===== src/rtl/splat_attribute_decoder_macros.svh =====
// Assertion macros for the splat attribute decoder.
// Included by the files that check their own logic; no other dependencies.
`ifndef SPLAT_ATTRIBUTE_DECODER_MACROS_SVH
`define SPLAT_ATTRIBUTE_DECODER_MACROS_SVH
`ifndef SYNTHESIS
`define SAD_ASSERT(lbl, clk, rst_n, prop, msg) \
    lbl: assert property (@(posedge clk) disable iff (!rst_n) prop) else $error(msg);
`define SAD_ASSERT_ALWAYS(lbl, clk, prop, msg) \
    lbl: assert property (@(posedge clk) prop) else $error(msg);
`else
`define SAD_ASSERT(lbl, clk, rst_n, prop, msg)
`define SAD_ASSERT_ALWAYS(lbl, clk, prop, msg)
`endif
`endif


===== src/rtl/sad_pkg.sv =====
// Shared types, constants and decode tables of the splat attribute decoder.
// No dependencies; used by every other file except the assertion macros header.
package sad_pkg;

    localparam int QueueDepth = 2;
    localparam int SqrtSteps  = 16;
    localparam int PosW       = 48;
    localparam int SizeW      = 31;
    localparam int QuatW      = 16;
    localparam int CompW      = 15;
    localparam int CfgIdxW    = 4;
    localparam int CfgDataW   = 8;

    localparam logic [CfgIdxW-1:0] CfgVersion  = CfgIdxW'(0);
    localparam logic [CfgIdxW-1:0] CfgFracBits = CfgIdxW'(1);

    localparam logic [1:0] VerXyz      = 2'd2;
    localparam logic [1:0] VerReset    = 2'd3;
    localparam logic [4:0] FracReset   = 5'd12;
    localparam logic [4:0] FracUnity   = 5'd24;

    localparam logic [15:0] HalfSqrtQ16 = 16'd46341;
    localparam logic [24:0] MagRound    = 25'd511;
    localparam longint unsigned RecipQ40Full = ((64'd1 << 40) + 64'd1021) / 64'd1022;
    localparam logic [30:0] RecipQ40    = RecipQ40Full[30:0];
    localparam logic [31:0] OneQ30      = 32'h4000_0000;
    localparam logic [14:0] QuatMax     = 15'h7FFF;

    typedef logic [7:0]        t_colour_lut [256];
    typedef logic [CompW-1:0]  t_axis_lut   [256];
    typedef logic [SizeW-1:0]  t_size_lut   [256];

    typedef struct packed {
        logic [2:0][PosW-1:0]  pos;
        logic [31:0]           rgba;
        logic [2:0][SizeW-1:0] size;
        logic                  is_xyz;
        logic [1:0]            derived;
        logic [2:0][1:0]       slot;
        logic [2:0][CompW-1:0] raw;
        logic [2:0]            neg;
    } t_task;

    function automatic t_colour_lut build_colour_lut();
        t_colour_lut lut;
        longint t;
        longint b;
        for (int c = 0; c < 256; c++) begin
            t = 64'sd16711680 + (2 * longint'(c) - 255) * 123249;
            if (t <= 0) begin
                lut[c] = 8'd0;
            end else begin
                b = t / 131072;
                lut[c] = (b > 255) ? 8'd255 : 8'(b);
            end
        end
        return lut;
    endfunction

    function automatic t_axis_lut build_axis_lut();
        t_axis_lut lut;
        longint m;
        longint q;
        for (int b = 0; b < 256; b++) begin
            m = 2 * longint'(b) - 255;
            if (m < 0) m = -m;
            q = (m * 32768 + 127) / 255;
            lut[b] = (q > 32767) ? 15'h7FFF : 15'(q);
        end
        return lut;
    endfunction

    function automatic t_size_lut build_size_lut();
        t_size_lut lut;
        longint unsigned acc;
        longint unsigned p1;
        longint unsigned p2;
        acc = 64'd49917751;
        for (int n = 0; n < 256; n++) begin
            lut[n] = SizeW'((acc + (64'd1 << 17)) >> 18);
            p1 = (acc >> 24) * 64'd4571968888;
            p2 = (acc & 64'hFF_FFFF) * 64'd4571968888;
            acc = (p1 >> 8) + ((((p1 & 64'hFF) << 24) + p2) >> 32);
        end
        return lut;
    endfunction

    localparam t_colour_lut ColourLut = build_colour_lut();
    localparam t_axis_lut   AxisLut   = build_axis_lut();
    localparam t_size_lut   SizeLut   = build_size_lut();

endpackage


===== src/rtl/sad_fifo.sv =====
// Short task queue between the front end and the decode pipeline.
// Depends on sad_pkg for the task type and on the assertion macros.
`include "splat_attribute_decoder_macros.svh"
module sad_fifo #(
    parameter int DEPTH = sad_pkg::QueueDepth
) (
    input  logic            i_clk,
    input  logic            i_rst_n,
    input  logic            i_push,
    input  sad_pkg::t_task  i_data,
    output logic            o_full,
    input  logic            i_pop,
    output logic            o_valid,
    output sad_pkg::t_task  o_data
);
    localparam int PtrW = (DEPTH > 1) ? $clog2(DEPTH) : 1;
    localparam int CntW = $clog2(DEPTH + 1);

    sad_pkg::t_task   r_mem [DEPTH];
    logic [PtrW-1:0]  r_wr;
    logic [PtrW-1:0]  r_rd;
    logic [CntW-1:0]  r_count;

    assign o_full  = (r_count == CntW'(DEPTH));
    assign o_valid = (r_count != '0);
    assign o_data  = r_mem[r_rd];

    always_ff @(posedge i_clk) begin
        if (!i_rst_n) begin
            r_wr    <= '0;
            r_rd    <= '0;
            r_count <= '0;
        end else begin
            if (i_push) begin
                r_wr <= (r_wr == PtrW'(DEPTH - 1)) ? '0 : r_wr + 1'b1;
            end
            if (i_pop) begin
                r_rd <= (r_rd == PtrW'(DEPTH - 1)) ? '0 : r_rd + 1'b1;
            end
            if (i_push && !i_pop) begin
                r_count <= r_count + 1'b1;
            end else if (i_pop && !i_push) begin
                r_count <= r_count - 1'b1;
            end
        end
    end

    always_ff @(posedge i_clk) begin
        if (i_push) begin
            r_mem[r_wr] <= i_data;
        end
    end

    `SAD_ASSERT(a_no_push_full, i_clk, i_rst_n, i_push |-> !o_full, "push into full queue")
    `SAD_ASSERT(a_no_pop_empty, i_clk, i_rst_n, i_pop |-> o_valid, "pop from empty queue")
    `SAD_ASSERT(a_count_up, i_clk, i_rst_n, (i_push && !i_pop) |=> (r_count == $past(r_count) + CntW'(1)), "queue count lost a push")
endmodule


===== config.mk =====
export PLATFORM = sky130hd
export DESIGN_NAME = sad_fifo
export DESIGN_NICKNAME = d
export VERILOG_FILES = /design/src/rtl/sad_pkg.sv /design/src/rtl/sad_fifo.sv
export VERILOG_INCLUDE_DIRS = /design/src /design/src/rtl
export SDC_FILE = /design/constraint.sdc
export NUM_CORES = 1
export LEC_CHECK = 0
export BUFFER_PORTS_ARGS = -buffer_cell sky130_fd_sc_hd__buf_2
export CELL_PAD_IN_SITES_DETAIL_PLACEMENT = 2
export CELL_PAD_IN_SITES_GLOBAL_PLACEMENT = 2
export CORE_UTILIZATION = 35
export DETAILED_ROUTE_END_ITERATION = 16
export PLACE_DENSITY = 0.87
export RECOVER_POWER = 50
export SYNTH_ARGS = -nofsm -noshare
export SYNTH_HDL_FRONTEND = slang
export SYNTH_SLANG_ARGS = --single-unit

===== constraint.sdc =====
create_clock -name i_clk -period 18 [get_ports i_clk]
set_input_delay 3.6 -clock i_clk [delete_from_list [all_inputs] [get_ports i_clk]]
set_output_delay 3.6 -clock i_clk [all_outputs]
set_load 0.1 [all_outputs]

# Word level (Yosys, flattened, before mapping)
# Memory sizes are Yosys's and may differ from the RTL's. A register that Yosys moved wholly into a read port is not among the register bits.
# Index checks and enable logic that the tools add are counted.
op_classes:
  add_sub_neg: 4
  eq_ne: 1
  n_mux: 8
  n_reduce_logical: 6
ops:
  columns: ["op", "count"]
  rows:
  - ["2-to-1 mux 1 bit", 6]
  - ["2-to-1 mux 2 bit", 2]
  - ["nonzero test 2 bit", 2]
  - ["adder 1 bit, second input constant", 2]
  - ["adder 2 x 1 -> 2 bit, second input constant", 1]
  - ["== test 2 bit, second input constant", 1]
  - ["logical AND 1 bit", 2]
  - ["zero test 1 bit", 2]
  - ["subtractor 2 x 1 -> 2 bit, second input constant", 1]
totals:
  register_bits: 4
  ram_bits: 652
  input_bits: 330
  out_inout_bits: 328
  memories: 1
mem_list:
  columns: ["memory", "words", "word_bits", "read_ports", "rd_ports_with_merged_regs", "write_ports", "line", "rtl"]
  rows:
  - ["r_mem", 2, 326, 1, 1, 1, "sad_fifo.sv:19", "sad_pkg::t_task r_mem [DEPTH];"]

# Longest topological paths before layout
# Gate-level depths: netlist of run 1.
logic_depth:
  ltp_word: 4
  depth_mapped: 5

# Worst setup path after synthesis of run 1
# Ideal clock, no wire load.
synth_path:
  kind: "input to register"
  from: "input i_push"
  to: "register r_wr"
  setup_time_ps: 125
  t_arrival_ps: 18664
  t_required_ps: 17875
  path_slack_ps: -790
  path_stages: 2
  path_cell_list: "nor2b_1 > o21a_1"
synth_lines:
  columns: ["element", "line", "rtl"]
  rows:
  - ["start, declared", "sad_fifo.sv:9", "input logic i_push,"]
  - ["end signal, assigned", "sad_fifo.sv:35", "r_wr <= (r_wr == PtrW'(DEPTH - 1)) ? '0 : r_wr + 1'b1;"]
  - ["end, declared", "sad_fifo.sv:20", "logic [PtrW-1:0] r_wr;"]

# Final worst setup path of run 1
layout_path:
  from: "input i_push"
  to: "memory r_mem[1][291] (netlist name) (enable)"
layout_via:
  elab_chain_cells: 2
layout_rtl:
  columns: ["element", "line", "rtl"]
  rows:
  - ["2-to-1 mux 1 bit", "sad_fifo.sv:49", "if (i_push) begin"]
  - ["2-to-1 mux 1 bit (implied by the code)", "sad_fifo.sv:50", "r_mem[r_wr] <= i_data;"]
  - ["end, declared", "sad_fifo.sv:19", null]
# Every way passes these cells.

==> results of run 1 <==
[metal layers]
layer / track usage / part of all wire / up-vias
met4: 0.0811 / 0.036 / 14
met3: 0.0580 / 0.067 / 153
met1: 0.194 / 0.33 / 6440
met2: 0.386 / 0.57 / 487
met5: 0 / 0.0012 / -
li1: - / - / 5565
[cells in the final DEF, fill, tap and decap left out, drive strengths merged]
cell type,netlist,routed
buf,36,403
ha,1,1
or3,1,1
dfxtp,5,5
xnor2,1,1
nor2b,3,3
and2,4,4
clkbuf,0,362
edfxtp,652,652
clkinv,0,25
o21a,1,1
bufinv,0,3
o21ai,1,1
xor2,2,2
a21boi,1,1
inv,1,5
or2,1,1
mux2,326,326
diode,0,4
[cells by family (layout without fill, tap and decap cells)]
group / count (synthesis) / in the layout / synth area share
buffers and inverters: 37 / 798 / 0.0118
muxes: 326 / 326 / 0.173
DFF: 657 / 657 / 0.811
and+or+nand+nor: 9 / 9 / 0.00232
xor gates and xnor gates: 3 / 3 / 0.00108
adders and majority gates: 1 / 1 / 0.000515
AOI/OAI and AO/OA: 3 / 3 / 0.000825
other: 0 / 4 / 0
[layout make-up]
class,count,area (um^2),area share
clock inverter,32,277,0.00908
tap,931,1160,0.0382
inverter,1,3.75,0.000123
multi-input combinational,342,4310,0.142
sequential,657,19700,0.646
clock buffer,98,1960,0.0644
timing repair buffer,667,3050,0.100
antenna,4,10.0,0.000329
[state kept, by name, indices dropped and copies added (netlist names), named ones only]
signal and count:
r_count 2, r_mem 652, r_rd 1, r_wr 1
[worst max-delay path, delay by kind of cell]
| family | cells | cell delay (ns) |
|---|---|---|
| buf+inv | 3 | 4.42 |
| simple gates | 1 | 2.47 |
[stage by stage]
step | utilization | instance area (um^2)
2_1_floorplan | - | 24300
3_3_place_gp | 0.416 | 28600
3_5_place_dp | 0.416 | 28600
4_1_cts | 0.449 | 30800
5_1_grt | 0.444 | 30500
6_report | 0.444 | 30500
[where the power goes]
part / internal [uW] / total, uW / switching (uW)
registers: 1780 / 1810 / 33.0
logic: 168 / 892 / 724
clock network: 814 / 1420 / 602
[final timing paths]
check                  start            end  slack [ns]
setup / recovery      i_push  r_mem[1][291]        7.58
hold / removal    r_count[1]     r_count[1]        0.56
setup reg to reg        r_wr  r_mem[1][291]       10.42
hold reg to reg   r_count[1]     r_count[1]        0.56
==> flow_summary.toml, run 1 <==
[status]
outcome = "finished with violations"
violations = "max-capacitance violations, max-slew violations"

[floorplan]
start_util = 0.354
core_region_area_mm2 = 0.0686
io_pins = 658
die_w_um = 265
row_count = 96
die_h_um = 265
die_area_mm2 = 0.0704

[sta]
relSlewSlack = -1.84
timing.final.ws_setup_ns = 7.58
final_hold_viol_count = 0
period_needed_ns = 10.42
post-route-period-util = 0.579
setup_viol = 0
drv_slew = 216
clock_skew_ns = 0.0326
rsz0062_at_grt = "false"
fin_tns_setup_ns = 0
fmax_mhz = 96.0
worstMarginPinSlew_ns = 4.27
hold_ws_ns = 0.556

[cts]
cts-buffers-inserted = 72
h-tree-depth = 3
cts-hold-fix-buffers = 0
path_clk_slew_ns = 0.06
cts.sinks = 657
clockBufferDepth = 3
clkLatencyLatePin_ns = 0.60
post_cts_buffers = 0
cts_tree = "built"
ctsResizeCount = 0
ctsRootBufferMaster = "clkbuf_16"

[layout]
drive_above_1_share = 0.455
num-fill-cells = 6510
instances_no_fill = 2732
area_growth_pct = 25.5
nNetsFinal = 2072

[global_routing]
grt-ovfl-total = 0
grt_pass1_vias = 14500
grt_max_degree = 163
grt_pass1_wl_um = 100000
antenna_found_initial = 11
grt.total_usage = 0.199

[yosys]
yosys.cell_types.count = 18
synth_area_per_cell_um2 = 23.4
ys.flop_type = "edfxtp_1"
yosys_warnings = 0
synthTopCellsByArea = "edfxtp_1 (81%), mux2_4 (8.7%), mux2_2 (8.6%)"
syn_inst = 1036
synth-edff-count = 652
ys_seq_area_frac = 0.811
syn_nets = 1367
ys_seq_elements = 657
async_flop_share = 0
synth_top_area_frac = 0.806
synth_top_area_cell = "edfxtp_1"
synthTopCellsByCount = "edfxtp_1 (652), mux2_2 (186), mux2_4 (140)"
yosysMostFrequentCell = "edfxtp_1"
netlist_area_mm2 = 0.0243

[setup_path]
cp_max_fo = 71
crit_path_cell_trace = "clkbuf_1 -> and2_0 -> clkbuf_1 -> buf_4"
cp-end-kind = "register"
critPathMostFrequentCell = "clkbuf_1"
slowest_stage = "clkbuf_1"
criticalPathCategory = "in -> reg"
max_stage_delay_ns = 3.14
critical_path_arrival_ns = 10.63
worst_ep_required_time_ns = 18.21
start_kind = "input port"
r2r_cells = 3

[route]
drtAntennaViolNets = 0
viasPerCell = 4.63
wl_um = 72000
drt_pass1_iterations = 5
drtIter0Drc = 706
vias = 12700
drc_errors = 0
wire_per_inst_um = 26.3

[place]
port_buffers = 657
dp.cells = 2598
place_congestion = 0.794
dp_hpwl_um = 51300
dp_slack_ns = 10.83

[flow_run]
max_cap_violations = 4

[power]
power_uw = 4120
peakVddDrop_mv = 0.0847
p_leak_uw = 0.0110
cellPowerDensity_mw_per_mm2 = 135

[worst_hold_path]
hp-class = "reg -> reg"
hold_path_depth = 2
Power figures use the tool's default switching activity.
==> run 2, diff against run 1 <==
- ABC_AREA: unset -> 1
- CORE_AREA: unset -> 2 2 253 255
- CORE_UTILIZATION: 35 -> unset
- DIE_AREA: unset -> 0 0 255 257
- PLACE_DENSITY: 0.87 -> 0.91
- clock period: 18 -> 9.89 ns (I/O delays scaled with it)
==> flow_summary.toml, run 2 <==
[yosys]
synth_top_area_cell = "edfxtp_1"
yosysMostFrequentCell = "edfxtp_1"
ys_seq_elements = 657
yosys.cell_types.count = 15
netlist_area_mm2 = 0.0243
syn_nets = 1380
yosys_warnings = 0
synthTopCellsByArea = "edfxtp_1 (81%), mux2_4 (8.7%), mux2_2 (8.6%)"
synth_area_per_cell_um2 = 23.2
synth_top_area_frac = 0.806
synthTopCellsByCount = "edfxtp_1 (652), mux2_2 (186), mux2_4 (140)"
async_flop_share = 0
syn_inst = 1049
ys.flop_type = "edfxtp_1"
synth-edff-count = 652
ys_seq_area_frac = 0.810

[cts]
cts-hold-fix-buffers = 0
ctsRootBufferMaster = "clkbuf_16"
cts_tree = "built"
h-tree-depth = 3
clkLatencyLatePin_ns = 0.60
path_clk_slew_ns = 0.06
post_cts_buffers = 0
cts-buffers-inserted = 72
ctsResizeCount = 0
clockBufferDepth = 3
cts.sinks = 657

[floorplan]
row_count = 92
start_util = 0.387
die_area_mm2 = 0.0655
io_pins = 658
core_region_area_mm2 = 0.0627
die_h_um = 257
die_w_um = 255

[route]
wire_per_inst_um = 28.3
viasPerCell = 4.79
vias = 12800
drc_errors = 0
drt_pass1_iterations = 4
drtIter0Drc = 595
wl_um = 75300
drtAntennaViolNets = 0

[layout]
reg_top3 = "r_mem: 652 flops, r_count: 2 flops"
area_growth_pct = 24.9
num-fill-cells = 5793
drive_above_1_share = 0.447
mostFrequentLayoutCells = "edfxtp_1 (652), buf_2 (382), clkbuf_1 (294), mux2_2 (186), mux2_4 (140)"
regMostFlops = "r_mem"
register_area_mm2 = 0.0197
multi_input_area_mm2 = 0.00429
largest_register_ffs = 652
mostFrequentLayoutCell = "edfxtp_1"
nNetsFinal = 2082

[sta]
hold_ws_ns = 0.533
relSlewSlack = -2.11
period_needed_ns = 6.90
fin_tns_setup_ns = 0
rsz0062_at_grt = "false"
setup_viol = 0
clock_skew_ns = 0.0200
worstMarginPinSlew_ns = 4.66
fmax_mhz = 145
drv_slew = 151
final_hold_viol_count = 0
post-route-period-util = 0.697

[setup_path]
worst_ep_required_time_ns = 10.08
cp_max_fo = 77
r2r_slack_ns = 4.30
r2r_cells = 3
critical_path_arrival_ns = 7.09
start_kind = "input port"
crit_start = "i_push"
r2r-start = "r_wr"
cp-end-kind = "register"
criticalPathCategory = "in -> reg"
r2r-end = "r_mem[0][225]"

[global_routing]
antenna_found_initial = 22
grt.total_usage = 0.225
grt_max_degree = 179
grt_pass1_vias = 14800
grt_pass1_wl_um = 105000
grt-ovfl-total = 0

[worst_hold_path]
hp-class = "reg -> reg"
hold_path_depth = 2
holdCritStartpoint = "r_rd"

[status]
violations = "max-capacitance violations, max-slew violations"
outcome = "finished with violations"

[place]
dp_hpwl_um = 52300
port_buffers = 657
place_congestion = 0.792

[flow_run]
max_cap_violations = 2

[power]
cellPowerDensity_mw_per_mm2 = 241
peakVddDrop_mv = 0.165
p_leak_uw = 0.0109
==> run 2: cell types whose count changed in the layout (fill, tap and decap cells not counted), sizes merged, moves of 2 or more <==
cell,change
and2,-4
buf,-15
bufinv,+2
clkbuf,+4
clkinv,+2
diode,+10
inv,+5
nand2,+9
nor2,+8
nor2b,-3
xor2,-2
==> run 2: kinds of logic (layout without fill, tap and decap cells) <==
| kind of cell | count (synthesis) | after routing | share of synthesized area |
|---|---|---|---|
| flops | 657 | 657 | 0.810 |
| mux | 326 | 326 | 0.173 |
| buf+inv | 44 | 797 | 0.0129 |
| simple gates | 19 | 19 | 0.00309 |
| compound gates | 2 | 2 | 0.000412 |
| fa+ha+maj | 1 | 1 | 0.000515 |
| other cells | 0 | 14 | 0 |
==> run 2: per-stage QoR <==
step                instances  area (um^2)  setup WS (ns)  utilization  power (uW)
finish                   2662        30300           2.99        0.483        7300
global placement         2523        28500           5.30        0.454        4740
detailed placement       2523        28500           5.23        0.454        4810
CTS                      2648        30600           4.61        0.489        7390
floorplan                1049        24300          0.866            -        4530
global route             2658        30300           2.58        0.483        7500
==> run 2: routing by layer <==
metal,routed length (um),vias to the layer above,GRT usage
met1,24600,6458,0.217
met3,5200,171,0.0665
met2,42400,523,0.435
met4,3010,14,0.0963
met5,92,-,0
li1,-,5597,-
==> run 2: power breakdown <==
| group | total, uW | switching [uW] | internal (uW) |
|---|---|---|---|
| combinational | 1450 | 1180 | 267 |
| sequential | 3300 | 58.8 | 3240 |
| clock | 2550 | 1080 | 1470 |
| total | 7300 | 2320 | 4970 |
==> run 2: cell type report <==
type | instances | area share
sequential | 657 | 0.649
multi-input combinational | 348 | 0.142
inverter | 8 | 0.00103
clock inverter | 35 | 0.0102
clock buffer | 90 | 0.0616
antenna | 14 | 0.00116
tap | 846 | 0.0349
timing repair buffer | 664 | 0.100
==> run 2: how the worst max path moves through the flow <==
| stage | to | slack (ns) |
|---|---|---|
| 2_1_floorplan | r_mem[1][0] | 0.87 |
| 3_3_place_gp | o_data[133] | 5.30 |
| 3_5_place_dp | r_mem[0][38] | 5.23 |
| 4_1_cts | o_data[289] | 4.61 |
| 5_1_grt | r_mem[0][178] | 2.58 |
| 6_report | r_mem[0][225] | 2.99 |
==> run 2: critical path, stage by stage <==
cell	delay [ns]
clkbuf_1	0.19
inv_1	0.06
nor2_1	0.21
clkbuf_1	3.27
buf_4	1.25
==> run 3, diff against run 2 <==
- ABC_AREA: 1 -> 0
- PLACE_DENSITY: 0.91 -> 0.9
- clock period: 9.89 -> 6.5 ns (I/O delays scaled with it)
==> flow_summary.toml, run 3 (synthesized netlist as in run 1, its figures left out) <==
[status]
outcome = "finished with violations"
violations = "max-capacitance violations, max-slew violations"

[layout]
nNetsFinal = 2072
utilization = 0.486
regMostFlops = "r_mem"
mostFrequentLayoutCells = "edfxtp_1 (652), buf_2 (384), clkbuf_1 (285), mux2_2 (186), mux2_4 (140)"
drive_above_1_share = 0.460
stdcell_area_mm2 = 0.0305
largest_register_ffs = 652
reg_top3 = "r_mem: 652 flops, r_count: 2 flops"
mostFrequentLayoutCell = "edfxtp_1"
area_growth_pct = 25.6

[cts]
ctsResizeCount = 0
path_clk_slew_ns = 0.06
cts-hold-fix-buffers = 0
clkLatencyLatePin_ns = 0.61
clockBufferDepth = 3
cts.sinks = 657
ctsRootBufferMaster = "clkbuf_16"
post_cts_buffers = 0
cts_tree = "built"
cts-buffers-inserted = 72
h-tree-depth = 3

[setup_path]
r2r-end = "r_mem[0][201]"
crit_path_cell_trace = "clkbuf_1 -> nor2b_1 -> clkbuf_2"
cp-end-kind = "register"
criticalPathCategory = "in -> reg"
crit_start = "i_push"
critPathTopFamily = "buffers and inverters"
critical_path_buf_inv_count = 2
r2r_slack_ns = 2.31
worst_ep_required_time_ns = 6.59
slowest_stage = "clkbuf_2"
max_stage_delay_ns = 2.78
critical_path_arrival_ns = 4.91
r2r_cells = 2
r2r-start = "r_wr"
cp_max_fo = 148
start_kind = "input port"

[sta]
rsz0062_at_grt = "false"
setup_viol = 0
period_needed_ns = 4.82
final_hold_viol_count = 0
drv_slew = 187
relSlewSlack = -1.69
clock_skew_ns = 0.0179
worstMarginPinSlew_ns = 4.03
post-route-period-util = 0.741
fmax_mhz = 208

[floorplan]
io_pins = 658
die_w_um = 255
die_area_mm2 = 0.0655
start_util = 0.387
row_count = 92
core_region_area_mm2 = 0.0627
die_h_um = 257

[place]
port_buffers = 657
dp_hpwl_um = 54500
place_area_mm2 = 0.0285
place_congestion = 0.819

[power]
peakVddDrop_mv = 0.258
p_leak_uw = 0.0110
cellPowerDensity_mw_per_mm2 = 379

[flow_run]
max_cap_violations = 2

[global_routing]
antenna_found_initial = 17
grt.total_usage = 0.232
grt_max_degree = 179
grt_pass1_wl_um = 107000
grt_pass1_vias = 14900
grt-ovfl-total = 0

[worst_hold_path]
hp-class = "reg -> reg"
holdCritStartpoint = "r_count[1]"
whs_endpoint = "r_count[1]"
hold_path_depth = 2

[route]
viasPerCell = 4.88
vias = 13000
drt_pass1_iterations = 4
drtAntennaViolNets = 0
wire_per_inst_um = 29.2
wl_um = 77600
drc_errors = 0
drtIter0Drc = 722
-- run 3: worst max-delay path by stage --
| stage | endpoint | slack (ns) | cells after the start |
|---|---|---|---|
| finish | r_mem[0][201] | 1.68 | 3 |
| global route | r_mem[0][221] | 1.47 | 3 |
| CTS | o_data[235] | 2.00 | 3 |
| detailed placement | o_data[218] | 2.69 | 3 |
| global placement | o_data[136] | 2.82 | 3 |
| floorplan | r_mem[0][0] | -0.12 | 1 |
-- run 3: per-stage QoR --
step | power, uW | hold slack (ns) | setup TNS (ns) | instances | worst slack, ns
2_1_floorplan | 7130 | 0.468 | -38.15 | 1036 | -0.117
3_3_place_gp | 7490 | 0.486 | 0 | 2513 | 2.82
3_5_place_dp | 7600 | 0.534 | 0 | 2513 | 2.69
4_1_cts | 11700 | 0.551 | 0 | 2642 | 2.00
5_1_grt | 11900 | 0.599 | 0 | 2651 | 1.47
6_report | 11600 | 0.547 | 0 | 2656 | 1.68
-- run 3: layout make-up --
class | instances | area (um^2)
sequential | 657 | 19700
tap | 846 | 1060
multi-input combinational | 342 | 4310
inverter | 1 | 3.75
antenna | 14 | 35.0
fill | 5844 | 32200
clock inverter | 43 | 439
timing repair buffer | 667 | 3080
clock buffer | 86 | 1880
-- run 3: worst reg2reg max path, delay by kind of cell, from the launching register on --
kind	cells	cell delay (ns)
DFF	1	0.32
buffers and inverters	1	2.78
and+or+nand+nor	1	0.35
-- run 3: routing by layer --
metal  GRT usage  routed length (um)
met5           0                  32
met4       0.101                3280
met3      0.0693                5440
met1       0.221               24800
met2       0.448               44100
-- run 3: report_power, final --
part | leakage (uW) | switching, uW | internal [uW] | total [uW]
clock | 0.00113 | 1700 | 2360 | 4050
sequential | 0.00616 | 105 | 4920 | 5020
combinational | 0.00370 | 2010 | 464 | 2480
